## src/rtl/ctcg_pkg.sv

```systemverilog
// shared types, widths and constants of the ctc greedy decoder
package ctcg_pkg;

	localparam int VOCAB_MAX_DEF  = 4096;
	localparam int LOGIT_BITS_DEF = 16;

	localparam int VOCAB_W = 13;
	localparam int BLANK_W = 12;
	localparam int ID_W    = 12;
	localparam int PROB_W  = 16;
	localparam int COUNT_W = 16;
	localparam int SUM_W   = 32;
	localparam int MB_W    = 17;
	localparam int DIV_W   = 33;

	localparam int VOCAB_RESET = 4096;
	localparam int BLANK_RESET = 4095;

	localparam int EXP_LOG2E = 94548;
	localparam int EXP_LIN   = 44012;
	localparam int EXP_QUAD  = 11244;
	localparam int ONE_Q16   = 65536;
	localparam int CONF_MAX  = 65535;
	localparam int COUNT_MAX = 65535;
	localparam int K_LIMIT   = 16;

	localparam int CFG_IDX_W  = 1;
	localparam int CFG_DATA_W = VOCAB_W;

	localparam logic [CFG_IDX_W-1:0] REG_VOCAB_SIZE  = 1'b0;
	localparam logic [CFG_IDX_W-1:0] REG_BLANK_INDEX = 1'b1;

	localparam logic KIND_TOKEN   = 1'b0;
	localparam logic KIND_SUMMARY = 1'b1;

	typedef struct packed {
		logic busy;
		logic done;
	} div_stat_t;

endpackage

```

## src/rtl/ctcg_mul.sv

```systemverilog
// shared multiplier with registered product
module ctcg_mul #(
	parameter int A_W = 32,
	parameter int B_W = 17
) (
	input  logic               clk,
	input  logic [A_W-1:0]     a,
	input  logic [B_W-1:0]     b,
	output logic [A_W+B_W-1:0] p
);

	logic [A_W+B_W-1:0] p_q;

	always_ff @(posedge clk) begin
		p_q <= (A_W+B_W)'(a) * (A_W+B_W)'(b);
	end

	assign p = p_q;

endmodule

```

## src/rtl/ctcg_div.sv

```systemverilog
// restoring divider, one quotient bit per cycle
module ctcg_div #(
	parameter int DW = ctcg_pkg::DIV_W
) (
	input  logic                  clk,
	input  logic                  arst_n,
	input  logic                  start,
	input  logic [DW-1:0]         dividend,
	input  logic [DW-1:0]         divisor,
	output logic [DW-1:0]         quotient,
	output ctcg_pkg::div_stat_t   stat
);

	import ctcg_pkg::*;

	localparam int CNT_W = (DW > 2) ? $clog2(DW) : 1;

	logic             busy_q;
	logic             done_q;
	logic [CNT_W-1:0] cnt_q;
	logic [DW-1:0]    rem_q;
	logic [DW-1:0]    quo_q;
	logic [DW-1:0]    den_q;
	logic [DW:0]      rem_sh;
	logic             fits;

	assign rem_sh = {rem_q, quo_q[DW-1]};
	assign fits   = rem_sh >= {1'b0, den_q};

	always_ff @(posedge clk or negedge arst_n) begin
		if (!arst_n) begin
			busy_q <= 1'b0;
			done_q <= 1'b0;
			cnt_q  <= '0;
		end else begin
			done_q <= 1'b0;
			if (start) begin
				busy_q <= 1'b1;
				cnt_q  <= CNT_W'(DW - 1);
			end else if (busy_q) begin
				cnt_q <= cnt_q - 1'b1;
				if (cnt_q == '0) begin
					busy_q <= 1'b0;
					done_q <= 1'b1;
				end
			end
		end
	end

	always_ff @(posedge clk) begin
		if (start) begin
			rem_q <= '0;
			quo_q <= dividend;
			den_q <= divisor;
		end else if (busy_q) begin
			if (fits) begin
				rem_q <= DW'(rem_sh - {1'b0, den_q});
			end else begin
				rem_q <= rem_sh[DW-1:0];
			end
			quo_q <= {quo_q[DW-2:0], fits};
		end
	end

	assign quotient  = quo_q;
	assign stat.busy = busy_q;
	assign stat.done = done_q;

endmodule

```

## src/rtl/ctc_greedy_decoder.sv

```systemverilog
// ctc greedy decoder top level: frame argmax, softmax confidence, token collapsing
// the first logit of a frame only sets the maximum; each later one takes the exp path, plus a rescale on a new maximum;
// the exp term goes through five passes of the one shared multiplier
// closing a frame adds a reciprocal on the bit-serial divider,
// end of utterance a division for the mean when tokens were counted, plus any wait on the output word
// reset: vocab_size 4096, blank_index 4095, frame and utterance state cleared
module ctc_greedy_decoder #(
	parameter int VOCAB_MAX  = ctcg_pkg::VOCAB_MAX_DEF,
	parameter int LOGIT_BITS = ctcg_pkg::LOGIT_BITS_DEF
) (
	input  logic                             clk,
	input  logic                             arst_n,
	input  logic                             cfg_valid,
	output logic                             cfg_ready,
	input  logic [ctcg_pkg::CFG_IDX_W-1:0]   cfg_index,
	input  logic [ctcg_pkg::CFG_DATA_W-1:0]  cfg_data,
	input  logic                             in_valid,
	output logic                             in_ready,
	input  logic signed [LOGIT_BITS-1:0]     logit,
	input  logic                             end_of_utterance,
	output logic                             out_valid,
	input  logic                             out_ready,
	output logic                             kind,
	output logic [ctcg_pkg::ID_W-1:0]        token_id,
	output logic [ctcg_pkg::PROB_W-1:0]      token_confidence,
	output logic [ctcg_pkg::PROB_W-1:0]      mean_confidence,
	output logic [ctcg_pkg::COUNT_W-1:0]     tok_total,
	output logic                             last
);

	import ctcg_pkg::*;

	localparam int IDX_W  = $clog2(VOCAB_MAX);
	localparam int CMP_W  = (IDX_W > VOCAB_W) ? IDX_W : VOCAB_W;
	localparam int VCLAMP = (VOCAB_MAX > (2**VOCAB_W - 1)) ? (2**VOCAB_W - 1) : VOCAB_MAX;
	localparam int D_W    = LOGIT_BITS + 1;
	localparam int MA_W   = (D_W > SUM_W) ? D_W : SUM_W;
	localparam int P_W    = MA_W + MB_W;

	typedef enum logic [3:0] {
		ST_IDLE,
		ST_DIFF,
		ST_MUL_T,
		ST_T,
		ST_F1,
		ST_F2,
		ST_F3,
		ST_ACC,
		ST_SCALE,
		ST_CHECK,
		ST_CONF_WAIT,
		ST_DECIDE,
		ST_EMIT_TOK,
		ST_MEAN_GO,
		ST_MEAN_WAIT,
		ST_EMIT_SUM
	} state_t;

	state_t state_q;

	logic [VOCAB_W-1:0] vocab_q;
	logic [BLANK_W-1:0] blank_q;

	logic signed [LOGIT_BITS-1:0] x_q;
	logic                         eou_q;
	logic [IDX_W-1:0]             idx_q;
	logic signed [LOGIT_BITS-1:0] max_q;
	logic [IDX_W-1:0]             argmax_q;
	logic [SUM_W-1:0]             exp_sum_q;
	logic [IDX_W-1:0]             prev_q;
	logic                         prev_valid_q;
	logic [SUM_W-1:0]             conf_sum_q;
	logic [COUNT_W-1:0]           count_q;
	logic                         gt_q;
	logic [D_W-1:0]               d_q;
	logic [7:0]                   f_q;
	logic [4:0]                   k_q;
	logic                         kbig_q;
	logic [PROB_W-1:0]            lin_q;
	logic [MB_W-1:0]              e_q;
	logic [PROB_W-1:0]            conf_q;
	logic [PROB_W-1:0]            mean_q;

	logic               out_valid_q;
	logic               kind_q;
	logic [ID_W-1:0]    token_id_q;
	logic [PROB_W-1:0]  token_conf_q;
	logic [PROB_W-1:0]  mean_conf_q;
	logic [COUNT_W-1:0] tok_total_q;
	logic               last_q;

	logic [VOCAB_W-1:0] vocab_eff;
	logic [VOCAB_W-1:0] vocab_m1;
	logic [VOCAB_W-1:0] blank_eff;
	logic               at_end;
	logic               closing;
	logic               is_blank;
	logic               is_repeat;
	logic               out_free;
	logic               emit_go;

	logic signed [D_W-1:0] xe;
	logic signed [D_W-1:0] me;
	logic                  gt;
	logic [D_W-1:0]        diff;
	logic [MB_W-1:0]       m_val;

	logic [MA_W-1:0] mul_a;
	logic [MB_W-1:0] mul_b;
	logic [P_W-1:0]  prod;

	logic             div_start;
	logic [DIV_W-1:0] div_dividend;
	logic [DIV_W-1:0] div_divisor;
	logic [DIV_W-1:0] div_quo;
	div_stat_t        div_stat;

	// effective vocabulary and blank
	always_comb begin
		if (vocab_q < VOCAB_W'(2)) begin
			vocab_eff = VOCAB_W'(2);
		end else if (vocab_q > VOCAB_W'(VCLAMP)) begin
			vocab_eff = VOCAB_W'(VCLAMP);
		end else begin
			vocab_eff = vocab_q;
		end
		vocab_m1 = vocab_eff - 1'b1;
		if ({1'b0, blank_q} >= vocab_eff) begin
			blank_eff = vocab_m1;
		end else begin
			blank_eff = {1'b0, blank_q};
		end
	end

	assign at_end    = CMP_W'(idx_q) >= CMP_W'(vocab_m1);
	assign closing   = eou_q || at_end;
	assign is_blank  = CMP_W'(argmax_q) == CMP_W'(blank_eff);
	assign is_repeat = prev_valid_q && (prev_q == argmax_q);
	assign out_free  = !out_valid_q || out_ready;
	assign emit_go   = ((state_q == ST_EMIT_TOK) || (state_q == ST_EMIT_SUM)) && out_free;

	assign xe   = D_W'(x_q);
	assign me   = D_W'(max_q);
	assign gt   = x_q > max_q;
	assign diff = gt ? D_W'(xe - me) : D_W'(me - xe);

	// exp mantissa from the linear and square terms
	assign m_val = MB_W'(ONE_Q16) - MB_W'(lin_q) + MB_W'(prod[29:16]);

	// multiplier operand selection
	always_comb begin
		mul_a = '0;
		mul_b = '0;
		unique case (state_q)
			ST_MUL_T: begin
				mul_a = MA_W'(d_q);
				mul_b = MB_W'(EXP_LOG2E);
			end
			ST_T: begin
				mul_a = MA_W'(prod[23:16]);
				mul_b = MB_W'(EXP_LIN);
			end
			ST_F1: begin
				mul_a = MA_W'(f_q);
				mul_b = MB_W'(f_q);
			end
			ST_F2: begin
				mul_a = MA_W'(prod[15:0]);
				mul_b = MB_W'(EXP_QUAD);
			end
			ST_ACC: begin
				mul_a = MA_W'(exp_sum_q);
				mul_b = e_q;
			end
			default: begin
				mul_a = '0;
				mul_b = '0;
			end
		endcase
	end

	ctcg_mul #(
		.A_W(MA_W),
		.B_W(MB_W)
	) u_mul (
		.clk(clk),
		.a  (mul_a),
		.b  (mul_b),
		.p  (prod)
	);

	// divider requests: reciprocal at frame close, mean at end of utterance
	always_comb begin
		div_start    = 1'b0;
		div_dividend = '0;
		div_divisor  = '0;
		if (state_q == ST_CHECK) begin
			div_start    = closing;
			div_dividend = DIV_W'(64'h1_0000_0000);
			div_divisor  = DIV_W'(exp_sum_q);
		end else if (state_q == ST_MEAN_GO) begin
			div_start    = count_q != '0;
			div_dividend = DIV_W'(conf_sum_q);
			div_divisor  = DIV_W'(count_q);
		end
	end

	ctcg_div #(
		.DW(DIV_W)
	) u_div (
		.clk     (clk),
		.arst_n  (arst_n),
		.start   (div_start),
		.dividend(div_dividend),
		.divisor (div_divisor),
		.quotient(div_quo),
		.stat    (div_stat)
	);

	// configuration registers
	always_ff @(posedge clk or negedge arst_n) begin
		if (!arst_n) begin
			vocab_q <= VOCAB_W'(VOCAB_RESET);
			blank_q <= BLANK_W'(BLANK_RESET);
		end else if (cfg_valid) begin
			unique case (cfg_index)
				REG_VOCAB_SIZE:  vocab_q <= cfg_data;
				REG_BLANK_INDEX: blank_q <= cfg_data[BLANK_W-1:0];
				default: ;
			endcase
		end
	end

	// sequencer
	always_ff @(posedge clk or negedge arst_n) begin
		if (!arst_n) begin
			state_q       <= ST_IDLE;
			x_q           <= '0;
			eou_q         <= 1'b0;
			idx_q         <= '0;
			max_q         <= '0;
			argmax_q      <= '0;
			exp_sum_q     <= '0;
			prev_q        <= '0;
			prev_valid_q  <= 1'b0;
			conf_sum_q    <= '0;
			count_q       <= '0;
			gt_q          <= 1'b0;
			d_q           <= '0;
			f_q           <= '0;
			k_q           <= '0;
			kbig_q        <= 1'b0;
			lin_q         <= '0;
			e_q           <= '0;
			conf_q        <= '0;
			mean_q        <= '0;
			out_valid_q   <= 1'b0;
			kind_q        <= KIND_TOKEN;
			token_id_q    <= '0;
			token_conf_q  <= '0;
			mean_conf_q   <= '0;
			tok_total_q   <= '0;
			last_q        <= 1'b0;
		end else begin
			if (emit_go) begin
				out_valid_q <= 1'b1;
			end else if (out_valid_q && out_ready) begin
				out_valid_q <= 1'b0;
			end
			unique case (state_q)
				ST_IDLE: begin
					if (in_valid) begin
						x_q     <= logit;
						eou_q   <= end_of_utterance;
						state_q <= ST_DIFF;
					end
				end
				ST_DIFF: begin
					if (idx_q == '0) begin
						max_q     <= x_q;
						argmax_q  <= '0;
						exp_sum_q <= SUM_W'(ONE_Q16);
						state_q   <= ST_CHECK;
					end else begin
						gt_q    <= gt;
						d_q     <= diff;
						state_q <= ST_MUL_T;
					end
				end
				ST_MUL_T: begin
					state_q <= ST_T;
				end
				ST_T: begin
					f_q     <= prod[23:16];
					k_q     <= prod[28:24];
					kbig_q  <= prod[P_W-1:24] > (P_W-24)'(K_LIMIT);
					state_q <= ST_F1;
				end
				ST_F1: begin
					lin_q   <= prod[23:8];
					state_q <= ST_F2;
				end
				ST_F2: begin
					state_q <= ST_F3;
				end
				ST_F3: begin
					e_q     <= kbig_q ? '0 : (m_val >> k_q);
					state_q <= ST_ACC;
				end
				ST_ACC: begin
					if (gt_q) begin
						state_q <= ST_SCALE;
					end else begin
						exp_sum_q <= exp_sum_q + SUM_W'(e_q);
						state_q   <= ST_CHECK;
					end
				end
				ST_SCALE: begin
					exp_sum_q <= SUM_W'(prod >> 16) + SUM_W'(ONE_Q16);
					max_q     <= x_q;
					argmax_q  <= idx_q;
					state_q   <= ST_CHECK;
				end
				ST_CHECK: begin
					if (closing) begin
						idx_q   <= '0;
						state_q <= ST_CONF_WAIT;
					end else begin
						idx_q   <= idx_q + 1'b1;
						state_q <= ST_IDLE;
					end
				end
				ST_CONF_WAIT: begin
					if (div_stat.done) begin
						conf_q  <= (div_quo > DIV_W'(CONF_MAX)) ? PROB_W'(CONF_MAX)
							: div_quo[PROB_W-1:0];
						state_q <= ST_DECIDE;
					end
				end
				ST_DECIDE: begin
					if (is_blank) begin
						prev_valid_q <= 1'b0;
						state_q      <= eou_q ? ST_MEAN_GO : ST_IDLE;
					end else if (!is_repeat) begin
						prev_q       <= argmax_q;
						prev_valid_q <= 1'b1;
						if (count_q < COUNT_W'(COUNT_MAX)) begin
							conf_sum_q <= conf_sum_q + SUM_W'(conf_q);
							count_q    <= count_q + 1'b1;
						end
						state_q <= ST_EMIT_TOK;
					end else begin
						state_q <= eou_q ? ST_MEAN_GO : ST_IDLE;
					end
				end
				ST_EMIT_TOK: begin
					if (out_free) begin
						kind_q        <= KIND_TOKEN;
						token_id_q    <= ID_W'(argmax_q);
						token_conf_q  <= conf_q;
						mean_conf_q   <= '0;
						tok_total_q   <= '0;
						last_q        <= 1'b0;
						state_q       <= eou_q ? ST_MEAN_GO : ST_IDLE;
					end
				end
				ST_MEAN_GO: begin
					if (count_q == '0) begin
						mean_q  <= '0;
						state_q <= ST_EMIT_SUM;
					end else begin
						state_q <= ST_MEAN_WAIT;
					end
				end
				ST_MEAN_WAIT: begin
					if (div_stat.done) begin
						mean_q  <= div_quo[PROB_W-1:0];
						state_q <= ST_EMIT_SUM;
					end
				end
				ST_EMIT_SUM: begin
					if (out_free) begin
						kind_q        <= KIND_SUMMARY;
						token_id_q    <= '0;
						token_conf_q  <= '0;
						mean_conf_q   <= mean_q;
						tok_total_q   <= count_q;
						last_q        <= 1'b1;
						// utterance state back to reset values
						idx_q         <= '0;
						max_q         <= '0;
						argmax_q      <= '0;
						exp_sum_q     <= '0;
						prev_q        <= '0;
						prev_valid_q  <= 1'b0;
						conf_sum_q    <= '0;
						count_q       <= '0;
						state_q       <= ST_IDLE;
					end
				end
				default: begin
					state_q <= ST_IDLE;
				end
			endcase
		end
	end

	assign cfg_ready        = 1'b1;
	assign in_ready         = state_q == ST_IDLE;
	assign out_valid        = out_valid_q;
	assign kind             = kind_q;
	assign token_id         = token_id_q;
	assign token_confidence = token_conf_q;
	assign mean_confidence  = mean_conf_q;
	assign tok_total        = tok_total_q;
	assign last             = last_q;

endmodule
```

## config.mk

```make
export PLATFORM = sky130hd
export DESIGN_NAME = ctc_greedy_decoder
export DESIGN_NICKNAME = d
export VERILOG_FILES = /design/src/rtl/ctcg_pkg.sv /design/src/rtl/ctcg_mul.sv /design/src/rtl/ctcg_div.sv /design/src/rtl/ctc_greedy_decoder.sv
export SDC_FILE = /design/constraint.sdc
export NUM_CORES = 2
export LEC_CHECK = 0
export BUFFER_PORTS_ARGS = -buffer_cell sky130_fd_sc_hd__buf_2
export CAP_MARGIN = 20
export CORE_MARGIN = 1
export CORE_UTILIZATION = 50
export DETAILED_ROUTE_END_ITERATION = 12
export PLACE_DENSITY_LB_ADDON = 0.15
export SYNTH_ARGS = -nofsm -noshare
export SYNTH_HDL_FRONTEND = slang
export SYNTH_HIERARCHICAL = 1
export SYNTH_SLANG_ARGS = --single-unit
export TNS_END_PERCENT = 20
```

## constraint.sdc

```tcl
create_clock -name clk -period 9.1 [get_ports clk]
set_clock_uncertainty 0.2 [all_clocks]
set_input_delay 0.455 -clock clk [delete_from_list [all_inputs] [get_ports clk]]
set_output_delay 0.455 -clock clk [all_outputs]
set_load 0.02 [all_outputs]
```

# Yosys cells after proc, flatten, opt, wreduce, memory -nomap -nowiden

Index checks and enable logic that the tools add are counted.
Widths: inputs -> output; s select.

Output and inout port bits: 65
Input port bits: 36
Logic and storage cells: 204
Bits in registers: 494

$mul: 1
Reductions and logical operators: 34
Muxes and demuxes: 80
Shift-type cells: 1
Equal/unequal tests: 29
Magnitude comparators: 9
Add/subtract/negate cells: 12
Bitwise gates (word level): 2

Operators by type and width:

| kind                   | count |
|---|---|
| $mux 32                | 8 |
| $mux 16                | 12 |
| $pmux 16 s2            | 5 |
| $pmux 32 s5            | 1 |
| $mux 33                | 4 |
| $pmux 32 s4            | 1 |
| $pmux 17 s5            | 1 |
| $mux 12                | 6 |
| $pmux 12 s2            | 3 |
| $pmux 32 s2            | 1 |
| $pmux 4 s16            | 1 |
| $mul 32x17->49         | 1 |
| $pmux 16 s3            | 1 |
| $mux 4                 | 10 |
| $mux 13                | 3 |
| $pmux 12 s3            | 1 |
| $ge 34x33->1           | 1 |
| $mux 17                | 2 |
| $sub 16x16->17         | 2 |
| $gt 33x16->1 const B   | 1 |
| $sub 33x33->33         | 1 |
| $add 32x16->32         | 1 |
| $add 32x17->32         | 1 |
| $add 32x17->32 const B | 1 |
| other kinds (41)       | 99 |

# Logic depth before layout (Yosys ltp)

Word-level depth: 8
Gate-level depth with buffers: 31
Depth with buffers taken out: 27

# Hierarchy

The synthesis kept the hierarchy.

Modules (own cells, without submodules):

| module             | area each (um^2) | times used | cells an instance |
|---|---|---|---|
| ctc_greedy_decoder | 21790.9          | 1          | 2432 |
| ctcg_mul           | 18375.1          | 1          | 2106 |
| ctcg_div           | 6221.0           | 1          | 602 |

# Worst setup path after synthesis

Ideal clock, no wire load.

Path type: register to register
Start: register state_q[2]
End: register u_mul.p_q[45], in the netlist u_mul/p[45]
Arrival: 7467 ps
Setup slack: 1311 ps
Setup time: 122 ps
Cell stages (with the launch flop): 28
Buffers on the path: 6
Cell sequence: dfrtp_1 -> clkbuf_1 -> clkbuf_1 -> buf_1 -> nor3_1 -> clkbuf_1 -> nand2_1 -> nand3_1 -> clkbuf_1 -> nand2_1 -> fa_1 -> inv_1 -> fa_1 -> fa_1 -> fa_1 -> fa_1 -> inv_1 -> fa_1 -> inv_1 -> ha_1 -> clkbuf_1 -> a211oi_1 -> o21bai_1 -> o21ai_0 -> o21ai_0 -> a311oi_4 -> a31oi_2 -> a311o_1

Longest elaborated chain between the ends: 3

Ends and longest elaborated chain:

| what                                     | RTL line                  | source |
|---|---|---|
| start: declaration                       | ctc_greedy_decoder.sv:59  | `state_t state_q;` |
| start signal: assignment                 | ctc_greedy_decoder.sv:343 | `state_q <= eou_q ? ST_MEAN_GO : ST_IDLE;` |
| start signal: assignment                 | ctc_greedy_decoder.sv:353 | `state_q <= eou_q ? ST_MEAN_GO : ST_IDLE;` |
| start signal: assignment                 | ctc_greedy_decoder.sv:364 | `state_q <= eou_q ? ST_MEAN_GO : ST_IDLE;` |
| $eq 4x3->1 or $eq 4x2->1 (tied branches) | ctc_greedy_decoder.sv:154 | `unique case (state_q)` |
| $pmux 32 s5 *                            | ctc_greedy_decoder.sv:154 |  |
| via mul_a[5]                             | ctc_greedy_decoder.sv:108 | `logic [MA_W-1:0] mul_a;` |
| $mul 32x17->49 *                         | ctcg_mul.sv:15            | `p_q <= (A_W+B_W)'(a) * (A_W+B_W)'(b);` |
| end signal: assignment                   | ctcg_mul.sv:15            |  |
| end: declaration                         | ctcg_mul.sv:12            | `logic [A_W+B_W-1:0] p_q;` |

Mark *: on every way through the listed nets, which the timed path passes. The rest lies on a longest branch.
A chain may end at the register's enable or synchronous reset.

# Final worst setup path

Start: register state_q[0]
End: register u_mul.p_q[45], in the netlist u_mul/p[45]

The elaborated chain is that of the path after synthesis.

==> results.md <==
- The library cell used most frequently in the layout, excluding fill and tap cells, is sky130_fd_sc_hd__nand2_1.
- The net count after synthesis is between 5000 and 6000.
- The final weighted congestion in routability-driven placement is about 1.
- In this design, the largest share of critical-path delay is due to adder cells.
- The worst-path cell with the longest stage delay is sky130_fd_sc_hd__nand3_1.
- The total overflow reported by the global router is 0.
- The largest net degree at the start of global routing is ~140.
- Together, buffers and inverters on the worst path number 7.
- The static leakage power is 0.0242 µW.
- The layout overhead on the synthesized area is 8.70%.
- The worst slew margin relative to its limit is 34.3%.
- For the final routed database, the setup TNS stands at 0 ps.
- The detailed-routing iteration count for the pre-antenna-repair pass is 10.
- The initial antenna violation count is 0.
- The sort of element at the start of the critical path is a flop.
- Measured along the x axis, the die boundary spans roughly 310 µm.
- Data on the critical path arrives at its endpoint at 8720 ps.
- The via count of the routed design is about 37000.
- The path with the worst hold slack has its endpoint at out_valid.
- The count of pins over their slew limit is 0.
- In the layout the commonest cells are sky130_fd_sc_hd__nand2_1 (716), sky130_fd_sc_hd__inv_1 (696), sky130_fd_sc_hd__fa_1 (455).
- At the pin with the least slew margin, the transition time is around 990 ps.
- The number of rows in the core area is between 100 and 150.
- The number of warnings issued by yosys is 6.
- In this run the vertical extent of the chip is 307 µm.
- The floorplan die area is around 94000 µm².
- The cell at the root of the clock tree is sky130_fd_sc_hd__clkbuf_16.
- The routed wire length per instance is 20.7 µm.
- The worst hold path begins at out_ready.
- Dividing the detail-routed via count by the number of cells gives 5.75.
- The detailed router finished its first iteration with around 3000 violations.
- At the worst endpoint, the required time is 9400 ps.
- The largest fanout on the critical path is 21.
- For this run, design rule violations remaining after detail routing come to 0.
- The mean instance size in the synthesized netlist is about 9 µm².
- The total wirelength of the detailed-routed design is 133000 µm.
- The CTS clock-pin slew for the worst setup and hold paths is approximately 70 ps.
- The number of port buffers is 99.
- The clock drives between 400 and 500 sinks.
- The effective utilization at floorplan is 50.5%.
- The HPWL after detailed placement is between 100000 and 150000 µm.
- The flow ran to the end, and the final reports show no timing, DRC or antenna violations.
- The count of antenna diodes in the layout is 0.
- The number of nets in the final layout is around 6000.
- The non-filler instance count after layout is around 6400.
- In this run the critical register-to-register path is launched from state_q[0].
- The type of element capturing the critical path is a flop.
- The number of routed nets with antenna violations is 0.
- The worst setup timing slack at the placement stage is ~870 ps.
- The total count of hold-check failures in the final report is 0.
- The maximum VDD drop is between 150 and 200 µV.
- The netlist area before placement is 46400 µm².
- The number of endpoints failing setup at the final stage is 0.
- The number of CTS-inserted buffers is between 50 and 60.
- The worst register-to-register path ends at u_mul/p[45].
- The via count of the first global-routing pass is between 30000 and 40000.
- The depth of the worst register-to-register path is 26.
- The kind of path behind the tightest hold check is in2reg.
- The cell depth of the worst hold path is 3.
- Fill cells in the final layout number between 8000 and 9000.
- The CTS tree is built.
- For this run, the total global-route usage over all layers was measured as between 20% and 30%.
- The number of H-tree levels is 2.
- The worst path meets setup with 677 ps of slack.
- The first global-routing pass estimated ~210000 µm of wire.
- On the worst path, the slowest cell contributes a delay of 650 ps.
- The number of I/O pins is about 100.
- The reported max-cap violation count is 0.
- The minimum period implied by the final worst setup slack is about 8400 ps.
- Synthesis produced a netlist whose cell count is ~5000.
- In the finished design, the share of the clock period the worst path needs comes to 92.6%.
- The number of gates resized after CTS was 0.
- The cell seen most often among critical-path stages is sky130_fd_sc_hd__fa_1.
- The number of cells in the design after placement is ~6300.
- For flop-to-flop paths, the worst setup slack is 680 ps.
- The total power divided by cell area is 284 nW/µm².
- The worst setup path is of the reg2reg kind.
- The highest attainable clock frequency is 119 MHz.
- The fraction of layout instances using a drive strength above 1 is 9.09%.
- Setup repair after global routing left no endpoint under its margin.
- The maximum buffer depth of the clock tree is 3.
- The later pin in the worst-skew pair is clocked with a latency of 640 ps.
- The floorplan core area is ~90000 µm².
==> registers in the layout (all words and copies together) (netlist names), 17 cells and up <==
signal          flops
u_mul/p            49
u_div/den_q        33
u_div/quotient     33
u_div/rem_q        33
conf_sum_q         32
exp_sum_q          32
d_q                17
e_q                17
==> worst register-to-register path, cell delays in order, from the launching register on <==
cell	delay, ps
sky130_fd_sc_hd__dfrtp_1	340
sky130_fd_sc_hd__buf_4	250
sky130_fd_sc_hd__inv_2	120
sky130_fd_sc_hd__nand2_1	120
sky130_fd_sc_hd__nor3_2	50
sky130_fd_sc_hd__buf_4	220
sky130_fd_sc_hd__a22oi_1	170
sky130_fd_sc_hd__nand3_1	650
sky130_fd_sc_hd__and2_1	470
sky130_fd_sc_hd__fa_1	480
sky130_fd_sc_hd__inv_1	60
sky130_fd_sc_hd__fa_1	560
sky130_fd_sc_hd__fa_1	450
sky130_fd_sc_hd__fa_1	490
sky130_fd_sc_hd__inv_1	50
sky130_fd_sc_hd__fa_1	550
sky130_fd_sc_hd__inv_1	60
sky130_fd_sc_hd__fa_1	530
sky130_fd_sc_hd__inv_1	50
sky130_fd_sc_hd__ha_1	370
sky130_fd_sc_hd__a21oi_1	210
sky130_fd_sc_hd__o21ai_0	280
sky130_fd_sc_hd__a221oi_4	390
sky130_fd_sc_hd__o311ai_2	240
sky130_fd_sc_hd__a311oi_4	410
sky130_fd_sc_hd__a31oi_2	180
sky130_fd_sc_hd__a311o_1	370
==> per-stage QoR <==
step	power (µW)	hold WS (ps)	area (µm²)	util (%)
2_1_floorplan	9500	-40.6	46400	-
3_3_place_gp	11800	251	48100	52.4
3_5_place_dp	11900	258	48200	52.5
4_1_cts	14200	30.7	50400	54.9
5_1_grt	15400	63.5	50400	54.9
6_report	14300	78.0	50400	54.9
==> timing repair <==
action / CTS / global route
buffers inserted: 0 / 0
hold buffers: 31 / 0
hold endpoints to repair: 128 / 0
==> per-layer routing <==
layer / GRT usage (%) / vias up / share of wire (%) / wire, µm
met1: 41.7 / 18400 / 46 / 61000
met2: 45.2 / 1246 / 45 / 60300
met4: 7.14 / 0 / 2.4 / 3180
met3: 3.70 / 186 / 6.6 / 8800
met5: 0 / - / 0 / 0
li1: - / 17200 / - / -
==> power breakdown <==
group          internal [µW]  switching [µW]  total (µW)  leakage (µW)
sequential              2980             754        3730       0.00589
combinational           3060            5210        8280        0.0174
clock                   1340            1000        2340      0.000932
==> cell type report <==
cell class / count / area, µm² / share of cell area [%]
clock buffer: 73 / 1630 / 3.24
tap: 1243 / 1560 / 3.08
sequential: 494 / 12300 / 24.4
multi-input combinational: 3681 / 30500 / 60.4
inverter: 697 / 2620 / 5.19
clock inverter: 31 / 284 / 0.563
timing repair buffer: 226 / 1570 / 3.10
==> how the worst max path moves through the flow <==
stage / to / slack [ps] / depth (start not counted) / from
floorplan: u_mul/p[45] / 1310 / 27 / state_q[2]
global placement: u_mul/p[45] / 930 / 23 / state_q[1]
detailed placement: u_mul/p[45] / 870 / 26 / state_q[0]
CTS: u_mul/p[45] / 810 / 26 / state_q[0]
global route: u_mul/p[45] / 390 / 25 / state_q[1]
finish: u_mul/p[45] / 680 / 26 / state_q[0]
(Power assumes the default switching activity.)
